--- src/design/sawfn_pkg.sv ---
// Shared types, constants and codes of the stop-and-wait forwarding node.
`timescale 1ns / 1ps
package sawfn_pkg;

  // Queue geometry and handle storage
  localparam int QUEUE_DEPTH = 16;
  localparam int HANDLE_BITS = 16;
  localparam int IDX_W       = $clog2(QUEUE_DEPTH);
  localparam int CNT_W       = $clog2(QUEUE_DEPTH + 1);
  localparam int ADDR_W      = $clog2(2 * QUEUE_DEPTH);
  localparam int HANDLE_W    = 16;
  localparam int STORE_W     = (HANDLE_BITS < HANDLE_W) ? HANDLE_BITS : HANDLE_W;

  // Routing threshold register
  localparam int              THR_W     = 17;
  localparam int              RND_W     = 16;
  localparam logic [THR_W-1:0] THR_RESET = 17'd32768;

  // Command queue between front and back
  localparam int CQ_DEPTH = 2;
  localparam int CQ_PTR_W = $clog2(CQ_DEPTH);
  localparam int CQ_CNT_W = $clog2(CQ_DEPTH + 1);

  // Result kinds
  localparam logic [1:0] KIND_DATA = 2'd0;
  localparam logic [1:0] KIND_ACK  = 2'd1;
  localparam logic [1:0] KIND_NAK  = 2'd2;

  // Result status codes
  localparam logic [2:0] ST_OK        = 3'd0;
  localparam logic [2:0] ST_ACK_EMPTY = 3'd1;
  localparam logic [2:0] ST_BUSY      = 3'd2;
  localparam logic [2:0] ST_FULL      = 3'd3;
  localparam logic [2:0] ST_EMPTY     = 3'd4;

  // Incoming event codes
  typedef enum logic [1:0] {
    CMD_SOURCE = 2'd0,
    CMD_DATA   = 2'd1,
    CMD_ACK    = 2'd2,
    CMD_NAK    = 2'd3
  } cmd_code_t;

  // Classified operation handed to the back end
  typedef enum logic [1:0] {
    OP_ROUTE,
    OP_REPLY_NAK,
    OP_ACK_RX,
    OP_NAK_RX
  } op_t;

  typedef struct packed {
    op_t                op;
    logic               reply_ack;
    logic               reply_port;
    logic               port;
    logic [STORE_W-1:0] handle;
    logic [1:0]         busy;
  } cmd_t;

  typedef struct packed {
    logic                send_valid;
    logic                port;
    logic [1:0]          kind;
    logic [HANDLE_W-1:0] handle;
    logic [2:0]          status;
    logic                last;
  } res_t;

  typedef enum logic [1:0] {
    S_IDLE,
    S_EXEC,
    S_READ
  } back_state_t;

endpackage

--- src/design/stop_and_wait_forwarding_node.sv ---
// Top level of the two-port stop-and-wait forwarding node.
`timescale 1ns / 1ps
// Usage:
//  - Input channel (in_valid / in_stall): one word per event - a local source
//    packet, a data packet from a neighbour, an ACK or a NAK, with its random
//    routing word and the busy flags of both output channels.
//  - Result channel (out_valid / out_stall): one word per transmission or
//    status. A correct data packet gives two words (ACK, then the routing
//    outcome); every other event gives one. out_last marks the final word.
//  - cfg_wr_en / cfg_wr_data write the routing threshold; write it only while
//    the node is idle.
//  - An event passes the command queue, then the back end's dequeue and
//    execute steps, into the result register. The ACK of a routed data
//    packet takes one more execute step, and a queued head adds a read of
//    the packet store, whose read data is registered. The back end takes
//    no new event until it is done with the last.
//  - A two-word command queue decouples the front end from the back end, so
//    events keep being taken while a result waits in the output register.
//  - Reset empties both packet queues and the command queue and loads the
//    threshold with one half. The packet store itself is not cleared.
//  - When the receiver stalls, the result word holds, the back end stops
//    and, once the command queue fills, in_stall rises.
module stop_and_wait_forwarding_node (
  input  logic                           clk,
  input  logic                           rst_n,
  input  logic                           cfg_wr_en,
  input  logic [sawfn_pkg::THR_W-1:0]    cfg_wr_data,
  input  logic                           in_valid,
  output logic                           in_stall,
  input  logic [1:0]                     in_cmd,
  input  logic                           in_arrival_port,
  input  logic                           in_bit_error,
  input  logic [sawfn_pkg::HANDLE_W-1:0] in_packet_handle,
  input  logic [sawfn_pkg::RND_W-1:0]    in_random_word,
  input  logic [1:0]                     in_channel_busy,
  output logic                           out_valid,
  input  logic                           out_stall,
  output logic                           out_send_valid,
  output logic                           out_port,
  output logic [1:0]                     out_kind,
  output logic [sawfn_pkg::HANDLE_W-1:0] out_handle,
  output logic [2:0]                     out_status,
  output logic                           out_last
);

  logic            q_full, q_push, q_pop, q_empty;
  sawfn_pkg::cmd_t push_cmd, pop_cmd;
  sawfn_pkg::res_t res;

  // Accept and classify events, route decision taken here
  sawfn_front u_front (
    .clk              (clk),
    .rst_n            (rst_n),
    .cfg_wr_en        (cfg_wr_en),
    .cfg_wr_data      (cfg_wr_data),
    .in_valid         (in_valid),
    .in_stall         (in_stall),
    .in_cmd           (in_cmd),
    .in_arrival_port  (in_arrival_port),
    .in_bit_error     (in_bit_error),
    .in_packet_handle (in_packet_handle),
    .in_random_word   (in_random_word),
    .in_channel_busy  (in_channel_busy),
    .q_full           (q_full),
    .q_push           (q_push),
    .q_cmd            (push_cmd)
  );

  // Hold classified commands until the back end is free
  sawfn_cmdq u_cmdq (
    .clk      (clk),
    .rst_n    (rst_n),
    .push     (q_push),
    .push_cmd (push_cmd),
    .full     (q_full),
    .pop      (q_pop),
    .pop_cmd  (pop_cmd),
    .empty    (q_empty)
  );

  // Advance the port queues and drive the result register
  sawfn_back u_back (
    .clk       (clk),
    .rst_n     (rst_n),
    .q_empty   (q_empty),
    .q_cmd     (pop_cmd),
    .q_pop     (q_pop),
    .out_valid (out_valid),
    .out_stall (out_stall),
    .out_res   (res)
  );

  assign out_send_valid = res.send_valid;
  assign out_port       = res.port;
  assign out_kind       = res.kind;
  assign out_handle     = res.handle;
  assign out_status     = res.status;
  assign out_last       = res.last;

  // Only the ACK of a routed data packet is a non-final word
  a_nonlast_is_ack: assert property (@(posedge clk) disable iff (!rst_n)
    (out_valid && !out_last) |-> (out_send_valid && out_kind == sawfn_pkg::KIND_ACK))
    else $error("non-final result word is not an ACK");

  // An ACK or NAK word always transmits and carries status ok
  a_reply_sends: assert property (@(posedge clk) disable iff (!rst_n)
    (out_valid && out_kind != sawfn_pkg::KIND_DATA)
      |-> (out_send_valid && out_status == sawfn_pkg::ST_OK))
    else $error("reply word does not transmit");

  // A word that sends nothing carries no handle
  a_idle_no_handle: assert property (@(posedge clk) disable iff (!rst_n)
    (out_valid && !out_send_valid) |-> (out_handle == '0 && out_kind == sawfn_pkg::KIND_DATA))
    else $error("non-transmitting word carries a handle or kind");

  // A non-final ACK is always followed by the final word of the same event
  a_ack_then_last: assert property (@(posedge clk) disable iff (!rst_n)
    (out_valid && !out_stall && !out_last) |=> (!out_valid || out_last))
    else $error("two non-final words in a row");

endmodule

--- src/design/sawfn_front.sv ---
// Front end: threshold register, word acceptance and event classification.
`timescale 1ns / 1ps
module sawfn_front (
  input  logic                          clk,
  input  logic                          rst_n,
  input  logic                          cfg_wr_en,
  input  logic [sawfn_pkg::THR_W-1:0]   cfg_wr_data,
  input  logic                          in_valid,
  output logic                          in_stall,
  input  logic [1:0]                    in_cmd,
  input  logic                          in_arrival_port,
  input  logic                          in_bit_error,
  input  logic [sawfn_pkg::HANDLE_W-1:0] in_packet_handle,
  input  logic [sawfn_pkg::RND_W-1:0]   in_random_word,
  input  logic [1:0]                    in_channel_busy,
  input  logic                          q_full,
  output logic                          q_push,
  output sawfn_pkg::cmd_t               q_cmd
);

  logic [sawfn_pkg::THR_W-1:0] thr_r;
  logic                        route_port;

  always_ff @(posedge clk) begin
    if (!rst_n) begin
      thr_r <= sawfn_pkg::THR_RESET;
    end else if (cfg_wr_en) begin
      thr_r <= cfg_wr_data;
    end
  end

  assign in_stall   = q_full;
  assign q_push     = in_valid && !q_full;
  // Port 0 when the random word lies below the threshold
  assign route_port = ({1'b0, in_random_word} < thr_r) ? 1'b0 : 1'b1;

  always_comb begin
    q_cmd            = '0;
    q_cmd.op         = sawfn_pkg::OP_ROUTE;
    q_cmd.reply_ack  = 1'b0;
    q_cmd.reply_port = in_arrival_port;
    q_cmd.port       = route_port;
    q_cmd.handle     = in_packet_handle[sawfn_pkg::STORE_W-1:0];
    q_cmd.busy       = in_channel_busy;
    unique case (sawfn_pkg::cmd_code_t'(in_cmd))
      sawfn_pkg::CMD_SOURCE: begin
        q_cmd.op = sawfn_pkg::OP_ROUTE;
      end
      sawfn_pkg::CMD_DATA: begin
        if (in_bit_error) begin
          q_cmd.op = sawfn_pkg::OP_REPLY_NAK;
        end else begin
          q_cmd.reply_ack = 1'b1;
        end
      end
      sawfn_pkg::CMD_ACK: begin
        q_cmd.op   = sawfn_pkg::OP_ACK_RX;
        q_cmd.port = in_arrival_port;
      end
      sawfn_pkg::CMD_NAK: begin
        q_cmd.op   = sawfn_pkg::OP_NAK_RX;
        q_cmd.port = in_arrival_port;
      end
      default: begin
        q_cmd.op = sawfn_pkg::OP_ROUTE;
      end
    endcase
  end

endmodule

--- src/design/sawfn_cmdq.sv ---
// Short command queue between front and back ends.
`timescale 1ns / 1ps
module sawfn_cmdq (
  input  logic            clk,
  input  logic            rst_n,
  input  logic            push,
  input  sawfn_pkg::cmd_t push_cmd,
  output logic            full,
  input  logic            pop,
  output sawfn_pkg::cmd_t pop_cmd,
  output logic            empty
);

  sawfn_pkg::cmd_t                  entry_r [sawfn_pkg::CQ_DEPTH];
  logic [sawfn_pkg::CQ_PTR_W-1:0]   wr_ptr_r, wr_ptr_nxt;
  logic [sawfn_pkg::CQ_PTR_W-1:0]   rd_ptr_r, rd_ptr_nxt;
  logic [sawfn_pkg::CQ_CNT_W-1:0]   cnt_r, cnt_nxt;

  assign full    = (cnt_r == sawfn_pkg::CQ_CNT_W'(sawfn_pkg::CQ_DEPTH));
  assign empty   = (cnt_r == '0);
  assign pop_cmd = entry_r[rd_ptr_r];

  always_comb begin
    wr_ptr_nxt = wr_ptr_r;
    rd_ptr_nxt = rd_ptr_r;
    cnt_nxt    = cnt_r;
    if (push) begin
      wr_ptr_nxt = (wr_ptr_r == sawfn_pkg::CQ_PTR_W'(sawfn_pkg::CQ_DEPTH - 1)) ?
                   '0 : wr_ptr_r + 1'b1;
    end
    if (pop) begin
      rd_ptr_nxt = (rd_ptr_r == sawfn_pkg::CQ_PTR_W'(sawfn_pkg::CQ_DEPTH - 1)) ?
                   '0 : rd_ptr_r + 1'b1;
    end
    if (push && !pop) begin
      cnt_nxt = cnt_r + 1'b1;
    end else if (pop && !push) begin
      cnt_nxt = cnt_r - 1'b1;
    end
  end

  always_ff @(posedge clk) begin
    if (!rst_n) begin
      wr_ptr_r <= '0;
      rd_ptr_r <= '0;
      cnt_r    <= '0;
    end else begin
      wr_ptr_r <= wr_ptr_nxt;
      rd_ptr_r <= rd_ptr_nxt;
      cnt_r    <= cnt_nxt;
    end
  end

  always_ff @(posedge clk) begin
    if (push) begin
      entry_r[wr_ptr_r] <= push_cmd;
    end
  end

endmodule

--- src/design/sawfn_back.sv ---
// Back end: per-port packet queues, replies and transmissions, result register.
`timescale 1ns / 1ps
module sawfn_back (
  input  logic            clk,
  input  logic            rst_n,
  input  logic            q_empty,
  input  sawfn_pkg::cmd_t q_cmd,
  output logic            q_pop,
  output logic            out_valid,
  input  logic            out_stall,
  output sawfn_pkg::res_t out_res
);

  sawfn_pkg::back_state_t            state_r, state_nxt;
  sawfn_pkg::cmd_t                   cmd_r, cmd_nxt;
  logic [sawfn_pkg::IDX_W-1:0]       head_r [2];
  logic [sawfn_pkg::IDX_W-1:0]       head_nxt [2];
  logic [sawfn_pkg::CNT_W-1:0]       cnt_r [2];
  logic [sawfn_pkg::CNT_W-1:0]       cnt_nxt [2];
  logic                              out_valid_r, out_valid_nxt;
  sawfn_pkg::res_t                   res_r, res_nxt;

  logic [sawfn_pkg::STORE_W-1:0]     queue_store_r [2 * sawfn_pkg::QUEUE_DEPTH];
  logic [sawfn_pkg::STORE_W-1:0]     rd_data_r;
  logic                              wr_en, rd_en;
  logic [sawfn_pkg::ADDR_W-1:0]      wr_addr, rd_addr;

  logic                              p;
  logic [sawfn_pkg::IDX_W-1:0]       head_p, head_inc, tail_idx;
  logic [sawfn_pkg::CNT_W-1:0]       cnt_p;
  logic [sawfn_pkg::ADDR_W-1:0]      tail_sum;
  logic                              busy_p, slot_free, emit;
  sawfn_pkg::res_t                   er;

  function automatic logic [sawfn_pkg::ADDR_W-1:0] store_addr(
    input logic port, input logic [sawfn_pkg::IDX_W-1:0] idx);
    logic [sawfn_pkg::ADDR_W-1:0] base;
    base = port ? sawfn_pkg::ADDR_W'(sawfn_pkg::QUEUE_DEPTH) : '0;
    return base + sawfn_pkg::ADDR_W'(idx);
  endfunction

  assign out_valid = out_valid_r;
  assign out_res   = res_r;
  assign slot_free = !out_valid_r || !out_stall;

  assign p        = cmd_r.port;
  assign head_p   = head_r[p];
  assign cnt_p    = cnt_r[p];
  assign busy_p   = cmd_r.busy[p];
  assign head_inc = (head_p == sawfn_pkg::IDX_W'(sawfn_pkg::QUEUE_DEPTH - 1)) ?
                    '0 : head_p + 1'b1;
  assign tail_sum = sawfn_pkg::ADDR_W'(head_p) + sawfn_pkg::ADDR_W'(cnt_p);
  assign tail_idx = (tail_sum >= sawfn_pkg::ADDR_W'(sawfn_pkg::QUEUE_DEPTH)) ?
                    sawfn_pkg::IDX_W'(tail_sum - sawfn_pkg::ADDR_W'(sawfn_pkg::QUEUE_DEPTH)) :
                    sawfn_pkg::IDX_W'(tail_sum);

  always_comb begin
    state_nxt     = state_r;
    cmd_nxt       = cmd_r;
    head_nxt[0]   = head_r[0];
    head_nxt[1]   = head_r[1];
    cnt_nxt[0]    = cnt_r[0];
    cnt_nxt[1]    = cnt_r[1];
    out_valid_nxt = out_valid_r && out_stall;
    res_nxt       = res_r;
    q_pop         = 1'b0;
    wr_en         = 1'b0;
    wr_addr       = '0;
    rd_en         = 1'b0;
    rd_addr       = '0;
    emit          = 1'b0;
    er            = '0;
    er.port       = p;
    er.last       = 1'b1;

    unique case (state_r)
      sawfn_pkg::S_IDLE: begin
        if (!q_empty) begin
          q_pop     = 1'b1;
          cmd_nxt   = q_cmd;
          state_nxt = sawfn_pkg::S_EXEC;
        end
      end
      sawfn_pkg::S_EXEC: begin
        if (slot_free) begin
          emit      = 1'b1;
          state_nxt = sawfn_pkg::S_IDLE;
          unique case (cmd_r.op)
            sawfn_pkg::OP_REPLY_NAK: begin
              er.send_valid = 1'b1;
              er.port       = cmd_r.reply_port;
              er.kind       = sawfn_pkg::KIND_NAK;
            end
            sawfn_pkg::OP_ROUTE: begin
              if (cmd_r.reply_ack) begin
                // Acknowledge first, route on the next pass
                er.send_valid     = 1'b1;
                er.port           = cmd_r.reply_port;
                er.kind           = sawfn_pkg::KIND_ACK;
                er.last           = 1'b0;
                cmd_nxt.reply_ack = 1'b0;
                state_nxt         = sawfn_pkg::S_EXEC;
              end else if (cnt_p == sawfn_pkg::CNT_W'(sawfn_pkg::QUEUE_DEPTH)) begin
                er.status = sawfn_pkg::ST_FULL;
              end else begin
                wr_en      = 1'b1;
                wr_addr    = store_addr(p, tail_idx);
                cnt_nxt[p] = cnt_p + 1'b1;
                if (cnt_p == '0) begin
                  // Empty queue: the new packet is the head, send it straight unless its channel is busy
                  if (busy_p) begin
                    er.status = sawfn_pkg::ST_BUSY;
                  end else begin
                    er.send_valid = 1'b1;
                    er.handle     = sawfn_pkg::HANDLE_W'(cmd_r.handle);
                  end
                end
              end
            end
            sawfn_pkg::OP_ACK_RX: begin
              if (cnt_p == '0) begin
                er.status = sawfn_pkg::ST_ACK_EMPTY;
              end else begin
                head_nxt[p] = head_inc;
                cnt_nxt[p]  = cnt_p - 1'b1;
                if (cnt_p == sawfn_pkg::CNT_W'(1)) begin
                  er.status = sawfn_pkg::ST_EMPTY;
                end else if (busy_p) begin
                  er.status = sawfn_pkg::ST_BUSY;
                end else begin
                  emit      = 1'b0;
                  rd_en     = 1'b1;
                  rd_addr   = store_addr(p, head_inc);
                  state_nxt = sawfn_pkg::S_READ;
                end
              end
            end
            sawfn_pkg::OP_NAK_RX: begin
              if (cnt_p == '0) begin
                er.status = sawfn_pkg::ST_EMPTY;
              end else if (busy_p) begin
                er.status = sawfn_pkg::ST_BUSY;
              end else begin
                emit      = 1'b0;
                rd_en     = 1'b1;
                rd_addr   = store_addr(p, head_p);
                state_nxt = sawfn_pkg::S_READ;
              end
            end
            default: begin
              er.status = sawfn_pkg::ST_OK;
            end
          endcase
        end
      end
      sawfn_pkg::S_READ: begin
        if (slot_free) begin
          emit          = 1'b1;
          er.send_valid = 1'b1;
          er.handle     = sawfn_pkg::HANDLE_W'(rd_data_r);
          state_nxt     = sawfn_pkg::S_IDLE;
        end
      end
      default: begin
        state_nxt = sawfn_pkg::S_IDLE;
      end
    endcase

    if (emit) begin
      out_valid_nxt = 1'b1;
      res_nxt       = er;
    end
  end

  always_ff @(posedge clk) begin
    if (!rst_n) begin
      state_r     <= sawfn_pkg::S_IDLE;
      head_r[0]   <= '0;
      head_r[1]   <= '0;
      cnt_r[0]    <= '0;
      cnt_r[1]    <= '0;
      out_valid_r <= 1'b0;
    end else begin
      state_r     <= state_nxt;
      head_r[0]   <= head_nxt[0];
      head_r[1]   <= head_nxt[1];
      cnt_r[0]    <= cnt_nxt[0];
      cnt_r[1]    <= cnt_nxt[1];
      out_valid_r <= out_valid_nxt;
    end
  end

  always_ff @(posedge clk) begin
    cmd_r <= cmd_nxt;
    res_r <= res_nxt;
  end

  always_ff @(posedge clk) begin
    if (wr_en) begin
      queue_store_r[wr_addr] <= cmd_r.handle;
    end
    if (rd_en) begin
      rd_data_r <= queue_store_r[rd_addr];
    end
  end

endmodule
--- config.mk ---
export PLATFORM = sky130hd
export DESIGN_NAME = stop_and_wait_forwarding_node
export DESIGN_NICKNAME = d
export VERILOG_FILES = /design/src/design/sawfn_pkg.sv /design/src/design/stop_and_wait_forwarding_node.sv /design/src/design/sawfn_front.sv /design/src/design/sawfn_cmdq.sv /design/src/design/sawfn_back.sv
export SDC_FILE = /design/constraint.sdc
export NUM_CORES = 1
export LEC_CHECK = 0
export CAP_MARGIN = 15
export CORE_MARGIN = 10
export CORE_UTILIZATION = 49
export DETAILED_ROUTE_END_ITERATION = 16
export DONT_BUFFER_PORTS = 1
export GPL_ROUTABILITY_DRIVEN = 0
export SLEW_MARGIN = 20
export SYNTH_ARGS = -nofsm -noshare
export SYNTH_HDL_FRONTEND = slang
export SYNTH_SLANG_ARGS = --single-unit
--- constraint.sdc ---
create_clock -name clk -period 11.3 [get_ports clk]
set_input_delay 1.695 -clock clk [delete_from_list [all_inputs] [get_ports clk]]
set_output_delay 1.695 -clock clk [all_outputs]
set_load 0.03 [all_outputs]
### Yosys cells after proc, flatten, opt, wreduce, memory -nomap -nowiden

Memories as Yosys holds them, arrays and structs flattened. A register that Yosys moved wholly into a read port is not among the register bits.
Cells that the tools add are included.

| storage, ports and cells | value |
|---|---|
| register bits | 71 |
| bits in latches | 0 |
| RAM bits | 576 |
| memory bits (read-only) | 0 |
| bits of input ports | 60 |
| output and inout bits | 26 |
| logic and storage cells | 204 |
| memories kept | 4 |

Memories:

| memory | depth | bits a word | read ports | clocked after memory_dff | write ports | line | RTL |
|---|---|---|---|---|---|---|---|
| u_back.queue_store_r | 32 | 16 | 1 | 1 | 1 | sawfn_back.sv:23 | `logic [sawfn_pkg::STORE_W-1:0] queue_store_r [2 * sawfn_pkg::QUEUE_DEPTH];` |
| u_cmdq.entry_r | 2 | 23 | 1 | 1 | 1 | sawfn_cmdq.sv:14 | `sawfn_pkg::cmd_t entry_r [sawfn_pkg::CQ_DEPTH];` |
| u_back.cnt_r | 2 | 5 | 3 | 1 | 2 | sawfn_back.sv:18 | `logic [sawfn_pkg::CNT_W-1:0] cnt_r [2];` |
| u_back.head_r | 2 | 4 | 3 | 1 | 2 | sawfn_back.sv:16 | `logic [sawfn_pkg::IDX_W-1:0] head_r [2];` |

| cells by class | value |
|---|---|
| add/subtract/negate cells | 12 |
| multiply operators | 0 |
| divide/modulo/power cells | 0 |
| order comparisons | 5 |
| eq/ne operators | 16 |
| shift-type cells | 0 |
| muxes and demuxes | 119 |
| bitwise operators | 6 |
| reductions and logical operators | 24 |

Operators with widths:

| cell | count |
|---|---|
| $mux W5 | 16 |
| $mux W16 | 4 |
| $mux W10 | 5 |
| $mux W1 | 47 |
| $mux W19 | 2 |
| $mux W8 | 4 |
| $pmux W16 S2 | 1 |
| $mux W24 | 1 |
| $mux W21 | 1 |
| $bwmux W10 | 2 |
| $mux W2 | 10 |
| $mux W4 | 5 |
| $pmux W10 S2 | 1 |
| $mux W3 | 6 |
| $lt A16 B17 Y1 | 1 |
| $add A5 B4 Y5 | 3 |
| $eq A2 B2 Y1 const B | 6 |
| $pmux W2 S3 | 2 |
| $pmux W1 S2 | 5 |
| $pmux W5 S2 | 1 |
| $pmux W3 S3 | 1 |
| $bwmux W8 | 1 |
| $logic_not A2 Y1 | 4 |
| $pmux W2 S4 | 1 |
| 33 further kinds | 52 |

### Depth between registers and ports, before layout

| depth | value |
|---|---|
| word-level depth | 12 |
| mapped depth | 15 |
| depth with buffers taken out | 11 |

### Modules after synthesis

A second synthesis with hierarchy kept.

| unflattened totals | value |
|---|---|
| cells, all modules | 1917 |
| area, all modules | 27252.4 um^2 |

Modules (own cells, without submodules):

| module | instances | cells an instance | area an instance (um^2) | sequential area each (um^2) |
|---|---|---|---|---|
| sawfn_back | 1 | 1690 | 24178.2 | 17707.0 |
| sawfn_cmdq | 1 | 93 | 1874.3 | 1481.4 |
| sawfn_front | 1 | 134 | 1199.9 | 340.3 |

### Worst setup path after synthesis

Ideal clock, no wire load.

| timing path | value |
|---|---|
| path kind | input port to flip-flop |
| from | in out_stall |
| to | mem u_back.queue_store_r[6][0] in the netlist's numbering (enable) |
| setup time | 0.388 ns |
| data arrival time | 3.727 ns |
| data required time | 10.912 ns |
| setup slack | 7.184 ns |
| cell stages on the path | 7 |
| path buffers | 1 |
| cells stage by stage | nand2_1 > nand2_1 > nor4_1 > o21ai_1 > or3b_2 > clkbuf_1 > nor2_1 |

| on the way | value |
|---|---|
| cells in the longest elaborated chain, start to end | 6 |
| elaborated cells between the ends (all ways) | 8 |
| classes of those cells | mux: 6; reduce/logical: 2 |

Ends and longest elaborated chain:

| what | line | RTL |
|---|---|---|
| from (decl) | stop_and_wait_forwarding_node.sv:37 | `input logic out_stall,` |
| $logic_not A1 Y1 (*) | sawfn_back.sv:44 | `assign slot_free = !out_valid_r \|\| !out_stall;` |
| $logic_or A1 B1 Y1 (*) | sawfn_back.sv:44 |  |
| $mux W1 | sawfn_back.sv:85 | `if (slot_free) begin` |
| $mux W1 | sawfn_back.sv:76 | `unique case (state_r)` |
| $mux W1 | sawfn_back.sv:199 | `if (wr_en) begin` |
| $mux W1 (implied by the code) | sawfn_back.sv:200 | `queue_store_r[wr_addr] <= cmd_r.handle;` |
| to (decl) | sawfn_back.sv:23 |  |

Mark *: on every way between the ends. The rest lies on a longest branch, timed or not.

==> impl_results.md <==
- Core region area: 0.0552 sq mm
- Final period util: 52.7%
- Per-cell routed wire length: 26.3 um
- Critical-path cell list: mux2i_1 > ha_1 > o22a_1 > nor4_4 > buf_4 > nor2_4 > buf_4 > buf_4 > nand3_1 > o221ai_1 > o22ai_1 > a211oi_1
- Max-slew headroom: 27.0%
- Synth Cell Area: 0.0274 sq mm
- Reg power frac: 51.4%
- H-tree depth: 3
- Bufs on Longest Clock Path: 3
- Synth Instances: 1869
- Max incr delay on CP: 790 ps
- Worst slew pin tran: 1090 ps
- IO Port Bufs: 0
- WL final: 70500 um
- Critical Path Fanout Max: 73
- Flop-to-flop setup slack: 5350 ps
- Clock Latency Late Sink: 600 ps
- Row count: 86
- Clk pwr share: 34.4%
- Root buf cell: clkbuf_16
- F_max: 168 MHz
- Hold slack: 480 ps
- Final nets: 1966
- Initial antenna violation count: 1
- Cell accounting for the most synthesized area: edfxtp_1
- Slowest CP cell: dfxtp_1
- Leading cell type by number of instances after synthesis: edfxtp_1
- Multi-input gate area: 0.00727 sq mm
- Syn_area_per_cell: 14.6 sq um
- Initial Utilization: 49.6%
- Cell Pwr Density: 203 mW/mm^2
- Yosys top cell area share: 68.2%
- CP endpoint kind: register
- Final setup violating endpoints: 0
- Via count: 16300
- MaxCap Viol Count: 0
- Net Sw Frac: 27.2%
- Fin area: 0.0304 sq mm
- DR iter-0 viols: 1613
- Register Area: 0.0195 sq mm
- Unrepaired setup endpoints after global routing: no
- Vias in the first global route: 16100
- Setup_tns: 0 ps
- Die height: 256 um
- Gate power share: 14.2%
- Ys Warns: 0
- Post-DP HPWL: 42900 um
- DRC violations left: 0
- Reg2reg end: u_back.rd_data_r[12]
- Setup crit start kind: register
- Worst path required time: 11710 ps
- Post-CTS Setup Bufs: 0
- Tightest Hold Check Type: register to register
- Tot GR Track Use: 21.0%
- Final Hold Violating Endpoints: 0
- First-pass GRT wire length: 105000 um
- Hold Path Sink: u_back.head_r[1][3]
- CP arrival: 6360 ps
- Ys async rst share: 0%
- Cells after DPL: 2555
- Number of I/O pins: 86
- GRT Residual Overflow: 0
- Commonest cells in the netlist: edfxtp_1, nand2_1, a211oi_1
- Max-slew violation count: 0
- Layout Area Growth over Synthesis: 11.1%
- Count of cell types in the netlist: 70
- Top cells by area, synth: edfxtp_1, a211oi_1, mux2i_1
- CTS sink cnt: 665
- Internal power: 4.50 mW
- Die area: 0.0657 sq mm
- Cell mode on critical path: buf_4
- Final Core Density: 55.1%
- Vias/cell: 6.09
- Final WS setup: 5350 ps
- Die X: 256 um
- Worst Hold Depth: 2
- Fill count: 4461
- Post_cts resized: 0
- Final worst clock skew: 18.7 ps
- #FFs+latches synth: 665
- Worst R2R Path Depth: 12
- Largest net degree at the start of global routing: 104
- Switch Pwr: 1.68 mW
- Status: complete, no violations
- HP Start: u_back.head_r[1][3]
- Final cell count without fillers: 2679
- Clock-pin slew on the worst setup and hold paths: 60 ps
- Crit Path Category: register to register
- Main synth FF type: edfxtp_1
- Share of cells above drive strength 1: 10.7%
- Placed inst area: 0.0283 sq mm
- Post-place setup slack: 5500 ps
- Worst vdd ir: 197 uV
- DRT antenna net count: 0
- TritonCTS clock tree: yes
- DRT Pass-1 Iters: 5
- Final worst path period need: 5950 ps
- Num CTS Buffers: 70
- Cell leakage power: 10.1 nW
- Hold-fix buffer count after cts: 0
- Total Power: 6.18 mW
- Post-synth EDFFs: 621
- Seq/Total Area, Yosys: 71.4%
- Post-Syn Nets: 1956
## power groups by stage
stage / clock network, mW / registers [mW] / logic, mW
2_1_floorplan: 0 / 3.28 / 0.425
6_report: 2.13 / 3.18 / 0.879
4_1_cts: 2.16 / 3.18 / 0.881
3_5_place_dp: 0 / 3.23 / 0.879
3_3_place_gp: 0 / 3.23 / 0.862
5_1_grt: 2.26 / 3.19 / 0.945
## sequential cells by signal (all words and copies together) (netlist names), 8 cells and up, named ones only
signal	cells
u_back.queue_store_r	512
u_cmdq.entry_r	46
u_back.out_res	24
u_back.cmd_r	22
u_front.thr_r	17
u_back.rd_data_r	16
u_back.cnt_r	10
u_back.head_r	8
## cells by family after synthesis
group	Yosys count	share of synthesized area, %
multiplexers	126	4.79
adder cells (fa/ha/maj)	27	1.26
flip-flops	665	71.4
AO/OA/AOI/OAI	422	11.1
XOR/XNOR	12	0.384
AND/OR/NAND/NOR	465	8.71
buffers and inverters	152	2.38
## how the worst max path moves through the flow
stage                     startpoint                          to  slack, ps  depth (start not counted)
final                       register        u_back.rd_data_r[12]       5350                         12
after global routing        register        u_back.rd_data_r[12]       4940                         12
after CTS                   register        u_back.rd_data_r[12]       5480                         12
after detailed placement    register        u_back.rd_data_r[12]       5500                         12
after global placement      register         u_back.rd_data_r[9]       5740                         12
after floorplan            out_stall  u_back.queue_store_r[6][0]       7180                          7
## cells in the final DEF (no fill, tap or decap), types with 16 or more instances in the layout
cell type,Yosys,final
buf_4,5,59
ha_1,26,26
nor2_1,51,44
dfxtp_1,44,44
a31oi_1,51,51
edfxtp_1,621,621
a21oi_1,30,30
o21ai_0,16,16
inv_1,28,28
clkbuf_1,68,22
o311ai_1,16,16
o22ai_1,18,18
nor2b_1,46,46
o21a_1,20,20
mux2_2,23,23
a22oi_1,16,16
a211oi_1,145,145
nand2_1,189,188
mux2i_1,100,100
clkbuf_16,0,73
o21ai_1,29,29
and3_1,100,99
o221ai_1,16,16
nor3b_1,18,18
a311oi_1,32,32
## final cells by class
| class | instances | area share, % |
|---|---|---|
| clock inverters | 24 | 0.449 |
| multi-input cells | 1052 | 23.9 |
| flip-flops and latches | 665 | 64.2 |
| inverters | 30 | 0.370 |
| repair buffers | 60 | 1.49 |
| diodes | 2 | 0.0165 |
| clock buffers | 98 | 6.42 |
| well taps | 748 | 3.08 |
## metal layers
| layer | wire length [um] | GRT usage [%] |
|---|---|---|
| met5 | 0 | 0 |
| met3 | 5350 | 4.06 |
| met2 | 33900 | 33.9 |
| met1 | 28400 | 27.4 |
| met4 | 2810 | 8.83 |
## worst max-delay path, delay by kind of cell (launching register included)
kind	cells	cell delay, ps
buf+inv	3	1620
compound gates	4	1330
simple gates	3	980
flops	1	790
mux	1	510
fa+ha+maj	1	410
Note: power is estimated with default switching activity, not from simulation.
